**config.mk**
```make
export PLATFORM = sky130hd
export DESIGN_NAME = ipv4_prefix_acl_first_match_flat
export DESIGN_NICKNAME = d
export VERILOG_FILES = /design/src/ipacl_pkg.sv /design/src/ipacl_if.sv /design/src/ipacl_ram.sv /design/src/ipacl_match.sv /design/src/ipv4_prefix_acl_first_match.sv /design/src/flat_wrapper.sv
export SDC_FILE = /design/constraint.sdc
export NUM_CORES = 2
export LEC_CHECK = 0
export BUFFER_PORTS_ARGS = -buffer_cell sky130_fd_sc_hd__buf_2
export CAP_MARGIN = 20
export CORE_ASPECT_RATIO = 0.8
export CORE_UTILIZATION = 31
export DETAILED_ROUTE_END_ITERATION = 8
export HOLD_SLACK_MARGIN = 0.05
export SLEW_MARGIN = 0
export SYNTH_ARGS = -nofsm -noshare
export SYNTH_HDL_FRONTEND = slang
export SYNTH_MEMORY_MAX_BITS = 65536
export SYNTH_SLANG_ARGS = --single-unit
```
**constraint.sdc**
```tcl
create_clock -name clk -period 7.7 [get_ports clk]
set_input_delay 1.54 -clock clk [delete_from_list [all_inputs] [get_ports clk]]
set_output_delay 1.54 -clock clk [all_outputs]
set_load 0.005 [all_outputs]
```
**src/ipacl_pkg.sv**
```systemverilog
// shared types, constants and helpers for the ipv4 prefix access list
package ipacl_pkg;

	localparam int RULE_DEPTH  = 64;
	localparam int ZONE_COUNT  = 8;
	localparam int IDX_W       = (RULE_DEPTH > 1) ? $clog2(RULE_DEPTH) : 1;
	localparam int CNT_W       = $clog2(RULE_DEPTH + 1);
	localparam int ADDR_W      = 32;
	localparam int ZONE_W      = 3;
	localparam int PLEN_W      = 6;
	localparam int HITS_W      = 8;
	localparam int CMD_W       = 2;
	localparam logic [ADDR_W-1:0] FULL_MASK = 32'hFFFF_FFFF;

	typedef enum logic [CMD_W-1:0] {
		CMD_CLEAR  = 2'd0,
		CMD_ADD    = 2'd1,
		CMD_LOOKUP = 2'd2
	} cmd_t;

	typedef enum logic [1:0] {
		ST_IDLE,
		ST_SCAN,
		ST_DONE
	} state_t;

	typedef struct packed {
		logic [ADDR_W-1:0] addr;
		logic [ADDR_W-1:0] mask;
		logic              allow;
		logic [ZONE_W-1:0] zone;
	} rule_t;

	localparam int RULE_W = $bits(rule_t);

	typedef struct packed {
		logic start;
		logic eval;
	} match_ctrl_t;

	typedef struct packed {
		logic found;
		logic allow;
	} match_res_t;

	// prefix length to netmask, lengths past 32 saturate
	function automatic logic [ADDR_W-1:0] prefix_mask(input logic [PLEN_W-1:0] plen);
		logic [ADDR_W-1:0] m;
		if (plen >= PLEN_W'(32)) begin
			m = FULL_MASK;
		end else begin
			m = ~(FULL_MASK >> plen[4:0]);
		end
		return m;
	endfunction

endpackage

```
**src/ipacl_if.sv**
```systemverilog
// request and response channel interfaces
interface ipacl_req_if;
	logic        valid;
	logic        ready;
	logic [1:0]  command;
	logic [2:0]  zone;
	logic [31:0] address;
	logic [5:0]  prefix_len;
	logic        allow;
	logic [7:0]  zone_hits;

	modport source (output valid, command, zone, address, prefix_len, allow, zone_hits,
		input ready);
	modport sink (input valid, command, zone, address, prefix_len, allow, zone_hits,
		output ready);
endinterface

interface ipacl_rsp_if;
	logic valid;
	logic ready;
	logic permitted;
	logic matched;
	logic status;

	modport source (output valid, permitted, matched, status, input ready);
	modport sink (input valid, permitted, matched, status, output ready);
endinterface

```
**src/ipacl_ram.sv**
```systemverilog
// generic single write, single read ram with registered read data
module ipacl_ram #(
	parameter int WIDTH = 8,
	parameter int DEPTH = 16
) (
	input  logic                                       clk,
	input  logic                                       wr_en,
	input  logic [((DEPTH > 1) ? $clog2(DEPTH) : 1)-1:0] wr_addr,
	input  logic [WIDTH-1:0]                           wr_data,
	input  logic                                       rd_en,
	input  logic [((DEPTH > 1) ? $clog2(DEPTH) : 1)-1:0] rd_addr,
	output logic [WIDTH-1:0]                           rd_data
);
	logic [WIDTH-1:0] mem_q [DEPTH];
	logic [WIDTH-1:0] rd_data_q;

	always_ff @(posedge clk) begin
		if (wr_en) begin
			mem_q[wr_addr] <= wr_data;
		end
		if (rd_en) begin
			rd_data_q <= mem_q[rd_addr];
		end
	end

	assign rd_data = rd_data_q;
endmodule

```
**src/ipacl_match.sv**
```systemverilog
// rule compare and best match tracking over a scan
module ipacl_match (
	input  logic                                       clk,
	input  logic                                       arst_n,
	input  ipacl_pkg::match_ctrl_t                     ctrl,
	input  ipacl_pkg::rule_t                           rule,
	input  logic [ipacl_pkg::ADDR_W-1:0]               peer,
	input  logic [ipacl_pkg::HITS_W-1:0]               hits,
	output ipacl_pkg::match_res_t                      res
);
	import ipacl_pkg::*;

	logic              found_q;
	logic              allow_q;
	logic [ZONE_W-1:0] zone_q;
	logic              zone_ok;
	logic              addr_eq;
	logic              better;
	logic              take;

	always_comb begin
		zone_ok = (int'(rule.zone) < ZONE_COUNT) && hits[rule.zone];
		addr_eq = ((peer ^ rule.addr) & rule.mask) == '0;
		// lower zone wins, equal zone keeps the earlier rule
		better  = !found_q || (rule.zone < zone_q);
		take    = ctrl.eval && zone_ok && addr_eq && better;
	end

	always_ff @(posedge clk or negedge arst_n) begin
		if (!arst_n) begin
			found_q <= 1'b0;
		end else if (ctrl.start) begin
			found_q <= 1'b0;
		end else if (take) begin
			found_q <= 1'b1;
		end
	end

	always_ff @(posedge clk) begin
		if (take) begin
			allow_q <= rule.allow;
			zone_q  <= rule.zone;
		end
	end

	assign res.found = found_q;
	assign res.allow = found_q & allow_q;
endmodule

```
**src/ipv4_prefix_acl_first_match.sv**
```systemverilog
// top level: first-match ipv4 access list with a ram rule table
// Rules sit in one ram in load order; clear resets the fill count and add writes the
// next free entry (status 1 when the table is full). A clear or add, or a lookup with
// filtering off, goes straight from acceptance to the done state. With filtering on, a
// lookup reads the ram one rule per cycle through its single read port and then enters
// the done state. The result is loaded into the output register once that is free, and
// the next item is taken in the idle state that follows. The pick is the matching rule
// of the lowest listed zone, earliest in load order within that zone; no match denies,
// and with filter_enable at 0 every lookup is permitted. One item is in work at a time;
// a result waits in the output register while the next item is taken in.
module ipv4_prefix_acl_first_match (
	input  logic              clk,
	input  logic              arst_n,
	ipacl_req_if.sink         req,
	ipacl_rsp_if.source       rsp,
	input  logic              cfg_wr_en,
	input  logic              cfg_wr_data
);
	import ipacl_pkg::*;

	state_t            state_q, state_d;
	logic              enable_q;
	logic [CNT_W-1:0]  count_q;
	logic [CNT_W-1:0]  rd_cnt_q;
	logic              eval_s1;
	logic [ADDR_W-1:0] peer_q;
	logic [HITS_W-1:0] hits_q;
	logic              scan_q;
	logic              res_perm_q;
	logic              res_stat_q;
	logic              out_valid_q;
	logic              out_perm_q;
	logic              out_match_q;
	logic              out_stat_q;

	logic              accept;
	logic              is_clear, is_add, is_lookup;
	logic              full;
	logic              wr_en;
	logic              rd_en;
	logic              scan_end;
	logic              out_free;
	logic              out_load;
	rule_t             wr_rule;
	rule_t             rd_rule;
	match_ctrl_t       mctrl;
	match_res_t        mres;

	always_comb begin
		accept    = req.valid && (state_q == ST_IDLE);
		is_clear  = req.command == CMD_CLEAR;
		is_add    = req.command == CMD_ADD;
		is_lookup = req.command == CMD_LOOKUP;
		full      = count_q == CNT_W'(RULE_DEPTH);
		wr_en     = accept && is_add && !full;
		rd_en     = (state_q == ST_SCAN) && (rd_cnt_q < count_q);
		scan_end  = (state_q == ST_SCAN) && !rd_en && !eval_s1;
		out_free  = !out_valid_q || rsp.ready;
		out_load  = (state_q == ST_DONE) && out_free;
		wr_rule.addr  = req.address;
		wr_rule.mask  = prefix_mask(req.prefix_len);
		wr_rule.allow = req.allow;
		wr_rule.zone  = req.zone;
		mctrl.start = accept;
		mctrl.eval  = eval_s1;
	end

	// next state
	always_comb begin
		state_d = state_q;
		unique case (state_q)
			ST_IDLE: begin
				if (accept) begin
					state_d = (is_lookup && enable_q) ? ST_SCAN : ST_DONE;
				end
			end
			ST_SCAN: begin
				if (scan_end) begin
					state_d = ST_DONE;
				end
			end
			ST_DONE: begin
				if (out_free) begin
					state_d = ST_IDLE;
				end
			end
			default: state_d = ST_IDLE;
		endcase
	end

	// outputs
	always_comb begin
		req.ready     = state_q == ST_IDLE;
		rsp.valid     = out_valid_q;
		rsp.permitted = out_perm_q;
		rsp.matched   = out_match_q;
		rsp.status    = out_stat_q;
	end

	always_ff @(posedge clk or negedge arst_n) begin
		if (!arst_n) begin
			state_q     <= ST_IDLE;
			enable_q    <= 1'b1;
			count_q     <= '0;
			rd_cnt_q    <= '0;
			eval_s1     <= 1'b0;
			out_valid_q <= 1'b0;
		end else begin
			state_q <= state_d;
			if (cfg_wr_en) begin
				enable_q <= cfg_wr_data;
			end
			if (accept && is_clear) begin
				count_q <= '0;
			end else if (wr_en) begin
				count_q <= count_q + CNT_W'(1);
			end
			if (accept) begin
				rd_cnt_q <= '0;
			end else if (rd_en) begin
				rd_cnt_q <= rd_cnt_q + CNT_W'(1);
			end
			eval_s1 <= rd_en;
			if (out_load) begin
				out_valid_q <= 1'b1;
			end else if (rsp.ready) begin
				out_valid_q <= 1'b0;
			end
		end
	end

	always_ff @(posedge clk) begin
		if (accept) begin
			peer_q     <= req.address;
			hits_q     <= req.zone_hits;
			scan_q     <= is_lookup && enable_q;
			res_perm_q <= is_lookup && !enable_q;
			res_stat_q <= is_add && full;
		end
		if (out_load) begin
			out_perm_q  <= scan_q ? mres.allow : res_perm_q;
			out_match_q <= scan_q && mres.found;
			out_stat_q  <= res_stat_q;
		end
	end

	ipacl_ram #(
		.WIDTH (RULE_W),
		.DEPTH (RULE_DEPTH)
	) u_rules (
		.clk     (clk),
		.wr_en   (wr_en),
		.wr_addr (count_q[IDX_W-1:0]),
		.wr_data (wr_rule),
		.rd_en   (rd_en),
		.rd_addr (rd_cnt_q[IDX_W-1:0]),
		.rd_data (rd_rule)
	);

	ipacl_match u_match (
		.clk    (clk),
		.arst_n (arst_n),
		.ctrl   (mctrl),
		.rule   (rd_rule),
		.peer   (peer_q),
		.hits   (hits_q),
		.res    (mres)
	);
endmodule

```
**src/flat_wrapper.sv**
```systemverilog
// flat-port wrapper written by rule: the top's interface ports become plain ports
module ipv4_prefix_acl_first_match_flat import ipacl_pkg::*;
  (clk, arst_n, cfg_wr_en, cfg_wr_data, req_valid, req_command, req_zone, req_address, req_prefix_len, req_allow, req_zone_hits, req_ready, rsp_valid, rsp_permitted, rsp_matched, rsp_status, rsp_ready);
  ipacl_req_if req_i ();
  ipacl_rsp_if rsp_i ();
  input  logic clk;
  input  logic arst_n;
  input  logic cfg_wr_en;
  input  logic cfg_wr_data;
  input wire logic [$bits(req_i.valid)-1:0] req_valid;
  input wire logic [$bits(req_i.command)-1:0] req_command;
  input wire logic [$bits(req_i.zone)-1:0] req_zone;
  input wire logic [$bits(req_i.address)-1:0] req_address;
  input wire logic [$bits(req_i.prefix_len)-1:0] req_prefix_len;
  input wire logic [$bits(req_i.allow)-1:0] req_allow;
  input wire logic [$bits(req_i.zone_hits)-1:0] req_zone_hits;
  output wire logic [$bits(req_i.ready)-1:0] req_ready;
  output wire logic [$bits(rsp_i.valid)-1:0] rsp_valid;
  output wire logic [$bits(rsp_i.permitted)-1:0] rsp_permitted;
  output wire logic [$bits(rsp_i.matched)-1:0] rsp_matched;
  output wire logic [$bits(rsp_i.status)-1:0] rsp_status;
  input wire logic [$bits(rsp_i.ready)-1:0] rsp_ready;
  assign req_i.valid = req_valid;
  assign req_i.command = req_command;
  assign req_i.zone = req_zone;
  assign req_i.address = req_address;
  assign req_i.prefix_len = req_prefix_len;
  assign req_i.allow = req_allow;
  assign req_i.zone_hits = req_zone_hits;
  assign req_ready = req_i.ready;
  assign rsp_valid = rsp_i.valid;
  assign rsp_permitted = rsp_i.permitted;
  assign rsp_matched = rsp_i.matched;
  assign rsp_status = rsp_i.status;
  assign rsp_i.ready = rsp_ready;
  ipv4_prefix_acl_first_match u_core (.clk(clk), .arst_n(arst_n), .req(req_i), .rsp(rsp_i), .cfg_wr_en(cfg_wr_en), .cfg_wr_data(cfg_wr_data));
endmodule
```
# Word-level counts from Yosys, hierarchy flattened
# Memories as Yosys holds them, arrays and structs flattened. A register that Yosys moved wholly into a read port is not among the register bits.
# Cells that the tools add are included.
[classes] n_shift=1 mux=19 order_cmp=4 add_sub_neg=2 bitwise=4 n_reduce_logical=31 n_eq_ne=8
[ops] op="32-bit bitwise AND" count=1
[ops] op="32-bit logical NOT" count=1
[ops] op="32-bit 2-to-1 mux" count=1
[ops] op="32-bit inverter" count=1
[ops] op="32-bit by 5-bit >> shifter with 32-bit output, first input constant" count=1
[ops] op="32-bit bitwise XOR" count=1
[ops] op="7-bit 2-to-1 mux" count=4
[ops] op="1-bit logical AND" count=15
[ops] op="7-bit by 1-bit adder with 7-bit output, second input constant" count=2
[ops] op="1-bit 2-to-1 mux" count=8
[ops] op="2-bit 2-to-1 mux" count=4
[ops] op="2-bit nonzero test" count=4
[ops] op="7-bit == test, second input constant" count=1
[ops] op="7-bit < comparator" count=1
[ops] op="6-bit greater-or-equal comparator, second input constant" count=1
[ops] op="1-bit logical NOT" count=6
[ops] op="2-bit by 1-bit != test with 1-bit output, second input constant" count=3
[ops] op="2-bit one-hot mux with 3 select lines" count=1
[ops] op="2-bit by 1-bit == test with 1-bit output, second input constant" count=2
[ops] op="2-bit == test, second input constant" count=2
[ops] op="2-bit logical NOT" count=2
[ops] op="3-bit by 4-bit < comparator with 1-bit output, second input constant" count=1
[ops] op="1-bit binary-select mux with 3-bit select" count=1
[ops] op="3-bit < comparator" count=1
[ops] op="other kinds (3)" count=4
[totals] out_inout_bits=5 regBits=70 input_bits=58 mem_bits_rw=4352 mem_count=1
[mem_list] name="u_core.u_rules.mem_q" depth=64 width=68 read_ports=1 rd_ports_with_merged_regs=1 wr=1 line="ipacl_ram.sv:14" text="logic [WIDTH-1:0] mem_q [DEPTH];"

# Logic depth before layout (Yosys ltp)
[depth] depth_word=7 depth_mapped=10 mapped_depth_nobuf=8

# By module
# From an unflattened synthesis, not the netlist that was laid out.
[hier_totals] hier_cells=7375 hier_area_um2=169802.9
[by_module_without_submodules] module="ipacl_ram" area_per_inst_um2=166195.6 seq_area_each_um2=132727.3 n_inst=1 cells_per_inst=7077
[by_module_without_submodules] module="ipv4_prefix_acl_first_match" area_per_inst_um2=2834.0 seq_area_each_um2=1858.0 n_inst=1 cells_per_inst=227
[by_module_without_submodules] module="ipacl_match" area_per_inst_um2=773.2 seq_area_each_um2=145.1 n_inst=1 cells_per_inst=71

# Least setup slack after synthesis
# Ideal clock, no wire load.
[synth_path] path_kind="input to register" from="input port req_valid" to="memory u_core.u_rules.mem_q[10][0] (netlist name) (enable)" n_path_buf=1 stages=7 arrival_time_ns=5.916 required_ns=7.205 path_slack_ns=1.289 cell_sequence="nand2_1 > inv_2 > and4b_1 > buf_2 > and2_1 > nand3_1 > nor2_1"
[synth_between] elab_chain_len=5
[synth_lines] element="from (decl)" line="flat_wrapper.sv:10" text="input wire logic [$bits(req_i.valid)-1:0] req_valid;"
[synth_lines] element="1-bit logical AND" line="ipv4_prefix_acl_first_match.sv:50" text="accept = req.valid && (state_q == ST_IDLE);"
[synth_lines] element="via u_core.accept" line="ipv4_prefix_acl_first_match.sv:36" text="logic accept;"
[synth_lines] element="1-bit logical AND (2 in series)" line="ipv4_prefix_acl_first_match.sv:55" text="wr_en = accept && is_add && !full;"
[synth_lines] element="1-bit 2-to-1 mux" line="ipacl_ram.sv:18" text="if (wr_en) begin"
[synth_lines] element="1-bit 2-to-1 mux (implied by the code)" line="ipacl_ram.sv:19" text="mem_q[wr_addr] <= wr_data;"
[synth_lines] element="to (decl)" line="ipacl_ram.sv:14"
# The timed path passes the listed nets, and every way through them passes these cells.

# Final worst setup path
[layout_path] from="register u_core.count_q[0]" to="memory u_core.u_rules.mem_q[31][39] (netlist name) (enable)"
[layout_between] elab_chain_len=5
[layout_lines] element="from (decl)" line="ipv4_prefix_acl_first_match.sv:23" text="logic [CNT_W-1:0] count_q;"
[layout_lines] element="from (signal assigned)" line="ipv4_prefix_acl_first_match.sv:116" text="count_q <= count_q + CNT_W'(1);"
[layout_lines] element="7-bit == test" line="ipv4_prefix_acl_first_match.sv:54" text="full = count_q == CNT_W'(RULE_DEPTH);"
[layout_lines] element="1-bit logical NOT" line="ipv4_prefix_acl_first_match.sv:55"
[layout_lines] element="1-bit logical AND" line="ipv4_prefix_acl_first_match.sv:55"
[layout_lines] element="1-bit 2-to-1 mux" line="ipacl_ram.sv:18"
[layout_lines] element="1-bit 2-to-1 mux (implied by the code)" line="ipacl_ram.sv:19"
# Parallel ways exist; a longest one is shown, timed or not.

==> metrics.md <==
| Metric | Value |
|---|---|
| Status | `finished, final reports clean` |
| Rows | `between 200 and 250` |
| Rel. slew slack | `13.11%` |
| Synth area leader | `edfxtp_1` |
| CTS-repair resized insts | `0` |
| Int Power | `approximately 42 mW` |
| RSZ-0062 raised after global routing | `false` |
| Clock Pin Slew Worst Setup and Hold Paths | `~0.070 ns` |
| Endpoints failing setup | `0` |
| Class of the worst hold path | `flop to flop` |
| H-tree Lvls | `5` |
| Num CTS Buffers | `~410` |
| Met3 wire length | `around 74,000 µm` |
| Number of synthesized flops with an enable pin | `between 4,000 and 5,000` |
| Slew @ Worst Pin | `roughly 1.3 ns` |
| Pleak | `slightly below 60 nW` |
| Starting density of the core | `slightly above 30%` |
| Via density | `roughly 5.4` |
| Wire per inst | `roughly 31 µm` |
| Iter 0 DRT Violations | `around 15,000` |
| Placer Congestion | `approximately 0.87` |
| Ys async rst share | `less than 1%` |
| I/O pin count | `63` |
| Sw Share | `24.97%` |
| Sequential share of the synthesized area | `78.73%` |
| Global-route wire length before repair | `around 670,000 µm` |
| Placed Area | `~180,000 µm²` |
| WL final | `a little under 500,000 µm` |
| PD cells | `284.9 nW/µm²` |
| Arr. time, crit path | `just under 6 ns` |
| # nets final | `approximately 8,000` |
| Final period utilization | `between 60% and 70%` |
| Inst Count DP | `~15,000` |
| Skew final | `0.07833 ns` |
| Crit path capture type | `flop` |
| Max layer used | `met5` |
| Fillers | `around 50,000` |
| Number of synthesis warnings | `0` |
| Clk sinks | `~4,500` |
| Worst Setup Slack, final | `~2.4 ns` |
| Hpwl dp | `roughly 290,000 µm` |
| Core area | `roughly 550,000 µm²` |
| Metal1 wirelength | `about 200,000 µm` |
| Initial antenna violation count | `69` |
| Longest Clk Path Bufs | `4` |
| Met2 WL post-DR | `~210,000 µm` |
| Synth unique cells | `53` |
| Seq cells post-synth | `about 4,500` |
| Most numerous cell in the Yosys netlist | `edfxtp_1` |
| Worst Setup Start Kind | `flop` |
| Grt ovf | `0` |
| Setup TNS | `0 ns` |
| Detail Route Antenna Nets | `0` |
| Commonest cells post-synth | `4,470 x edfxtp_1, 956 x mux4_2, 412 x a22oi_1, 409 x mux2i_1, 184 x clkbuf_1` |
| Finished Cell Area | `195,400 µm²` |
| Clk_lat worst skew | `between 1 and 1.5 ns` |
| Maxcap violations | `0` |
| Logic pwr share | `approximately 15%` |
| Setup Buffers After CTS | `0` |
| Post-CTS Hold Buffers | `0` |
| Die W | `between 800 and 900 µm` |
| Fmax | `roughly 190 MHz` |
| Number of port buffers | `62` |
| Max rail drop VDD | `about 0.21 mV` |
| Post-synth top area share | `78.43%` |
| Post-route DRC violation count | `0` |
| Switching power | `approximately 14 mW` |
| Max Slew Vio Count | `0` |
| Largest net degree at the start of global routing | `between 100 and 150` |
| Ys flop type | `edfxtp_1` |
| Area of the multi-input gates | `between 30,000 and 40,000 µm²` |
| Pre-CTS setup slack | `2.079 ns` |
| Share of layout cells above drive strength 1 | `24.92%` |
| Area growth, synth to finish | `14.17%` |
| Critical path peak fanout | `56` |
| 1st-pass router iterations | `6` |
| Reg area | `134,700 µm²` |
| Final Non-Filler Cells | `15,650` |
| Endpoints failing hold | `0` |
| Crit Path Class | `flop to flop` |
| Cells after Synth | `7,609` |
| CTS tree | `done` |
| Full die area | `between 500,000 and 600,000 µm²` |
| Worst Path Required | `between 8 and 9 ns` |
| GRT Util Overall | `around 17%` |
| Via count | `approximately 85,000` |
| Die Y | `roughly 670 µm` |
| Mean Syn Cell Area | `approximately 22 µm²` |
| Flop pwr share | `around 49%` |
| Vias in the first global route | `just over 80,000` |
| Syn nets | `between 7,000 and 8,000` |
| Clock root cell | `clkbuf_16` |
| Clk pwr share | `a little over a third` |
| Syn Std Cell Area | `approximately 170,000 µm²` |
| Tmin final | `~5.3 ns` |
| Top post-synthesis cells by area | `edfxtp_1 78%, mux4_2 13%, mux2i_1 2.4%` |
==> power by group through the flow <==
stage | clock (mW) | combinational, mW | sequential, mW
2_1_floorplan | 0 | 6.03 | 27.7
3_3_place_gp | 0 | 8.50 | 27.8
3_5_place_dp | 0 | 8.60 | 27.8
4_1_cts | 20.0 | 8.62 | 27.3
5_1_grt | 20.9 | 9.06 | 27.3
6_report | 19.8 | 8.57 | 27.3
==> cells in the final DEF (no fill, tap or decap), types with 6 or more instances in the layout <==
cell,Yosys,final
a21o_1,73,73
a21oi_1,144,141
a221oi_1,69,69
a22oi_1,412,412
a31oi_1,68,60
a31oi_2,0,8
buf_12,0,54
buf_16,0,6
buf_2,113,43
buf_4,45,257
bufinv_16,0,26
clkbuf_1,184,98
clkbuf_16,0,417
clkbuf_8,0,9
clkinv_1,0,84
clkinv_2,0,71
clkinv_8,0,8
clkinvlp_4,0,12
dfrtp_1,19,14
diode_2,0,16
edfxtp_1,4470,4470
ha_1,11,11
inv_1,22,20
inv_6,0,6
mux2_2,69,69
mux2i_1,409,409
mux4_2,956,956
nand2_1,30,24
nand2b_1,6,6
nand3_1,19,11
nand3_2,0,8
nand4_1,7,7
nor2_1,163,94
nor2_4,0,69
o21ai_0,114,109
o21ai_1,31,31
xnor2_1,9,9
xor2_1,32,32
==> cells by family (layout without fill, tap and decap cells) <==
kind of cell	after synthesis	count (layout)	share of synthesized area, %
AO/OA/AOI/OAI	936	936	3.699
XOR/XNOR	41	41	0.2098
adder cells (fa/ha/maj)	11	11	0.08042
buffers and inverters	442	1119	1.217
flip-flops	4490	4490	78.73
multiplexers	1435	1435	15.43
other	0	16	0
AND/OR/NAND/NOR	254	254	0.6353
==> flip-flops by register name, indices dropped and copies added (netlist names) <==
register / cells
u_core.state_q: 2
u_core.res_perm_q: 1
u_core.u_match.found_q: 1
u_core.rd_cnt_q: 7
u_core.u_rules.rd_data: 68
u_core.count_q: 7
u_core.rsp.status: 1
u_core.rsp.valid: 1
u_core.rsp.permitted: 1
u_core.u_match.allow_q: 1
u_core.u_rules.mem_q: 4352
u_core.hits_q: 8
u_core.peer_q: 32
u_core.eval_s1: 1
u_core.res_stat_q: 1
u_core.scan_q: 1
u_core.enable_q: 1
u_core.rsp.matched: 1
u_core.u_match.zone_q: 3
==> through the flow <==
step / hold slack, ns / total power [mW] / utilization (%)
final: 0.4209 / 55.66 / 35.60
after global routing: 0.4252 / 57.28 / 35.60
after floorplan: 0.4003 / 33.76 / -
after detailed placement: 0.4045 / 36.42 / 33.25
after global placement: 0.4112 / 36.31 / 33.21
after CTS: 0.4197 / 55.96 / 35.57
==> per-layer routing <==
| metal | vias up | track usage (%) |
|---|---|---|
| met5 | - | 0 |
| met4 | 6 | 3.741 |
| met3 | 685 | 6.528 |
| met2 | 5391 | 24.38 |
| met1 | 45320 | 24.92 |
| li1 | 33210 | - |
==> critical path, stage by stage, from the launching register on <==
cell and delay (ns):
dfrtp_1 0.54, inv_1 0.22, ha_1 0.26, nand4_1 0.42
and4b_1 0.76, and2_1 0.33, nand3_1 0.68, nor2_4 0.64
buf_4 0.82
==> worst paths after layout <==
| check | startpoint | endpoint | slack [ns] | cells after the start |
|---|---|---|---|---|
| setup / recovery | u_core.count_q[0] | u_core.u_rules.mem_q[31][39] | 2.41 | 8 |
| hold / removal | u_core.u_rules.rd_data[3] | u_core.u_match.allow_q | 0.42 | 0 |
| setup reg to reg | u_core.count_q[0] | u_core.u_rules.mem_q[31][39] | 2.41 | 8 |
| hold reg to reg | u_core.u_rules.rd_data[3] | u_core.u_match.allow_q | 0.42 | 0 |
| max in group asynchronous | arst_n | u_core.rd_cnt_q[1] | 6.67 | 1 |
| min in group asynchronous | arst_n | u_core.u_match.found_q | 0.54 | 1 |
==> final cells by class <==
type,instances,area share [%]
Sequential cell,4490,68.97
Multi-Input combinational cell,2677,18.00
Clock buffer,524,5.592
Tap cell,7350,4.707
Timing Repair Buffer,363,1.755
Clock inverter,209,0.9151
Inverter,23,0.04483
Antenna cell,16,0.02049
No activity file was read; power rests on OpenSTA's default activity.
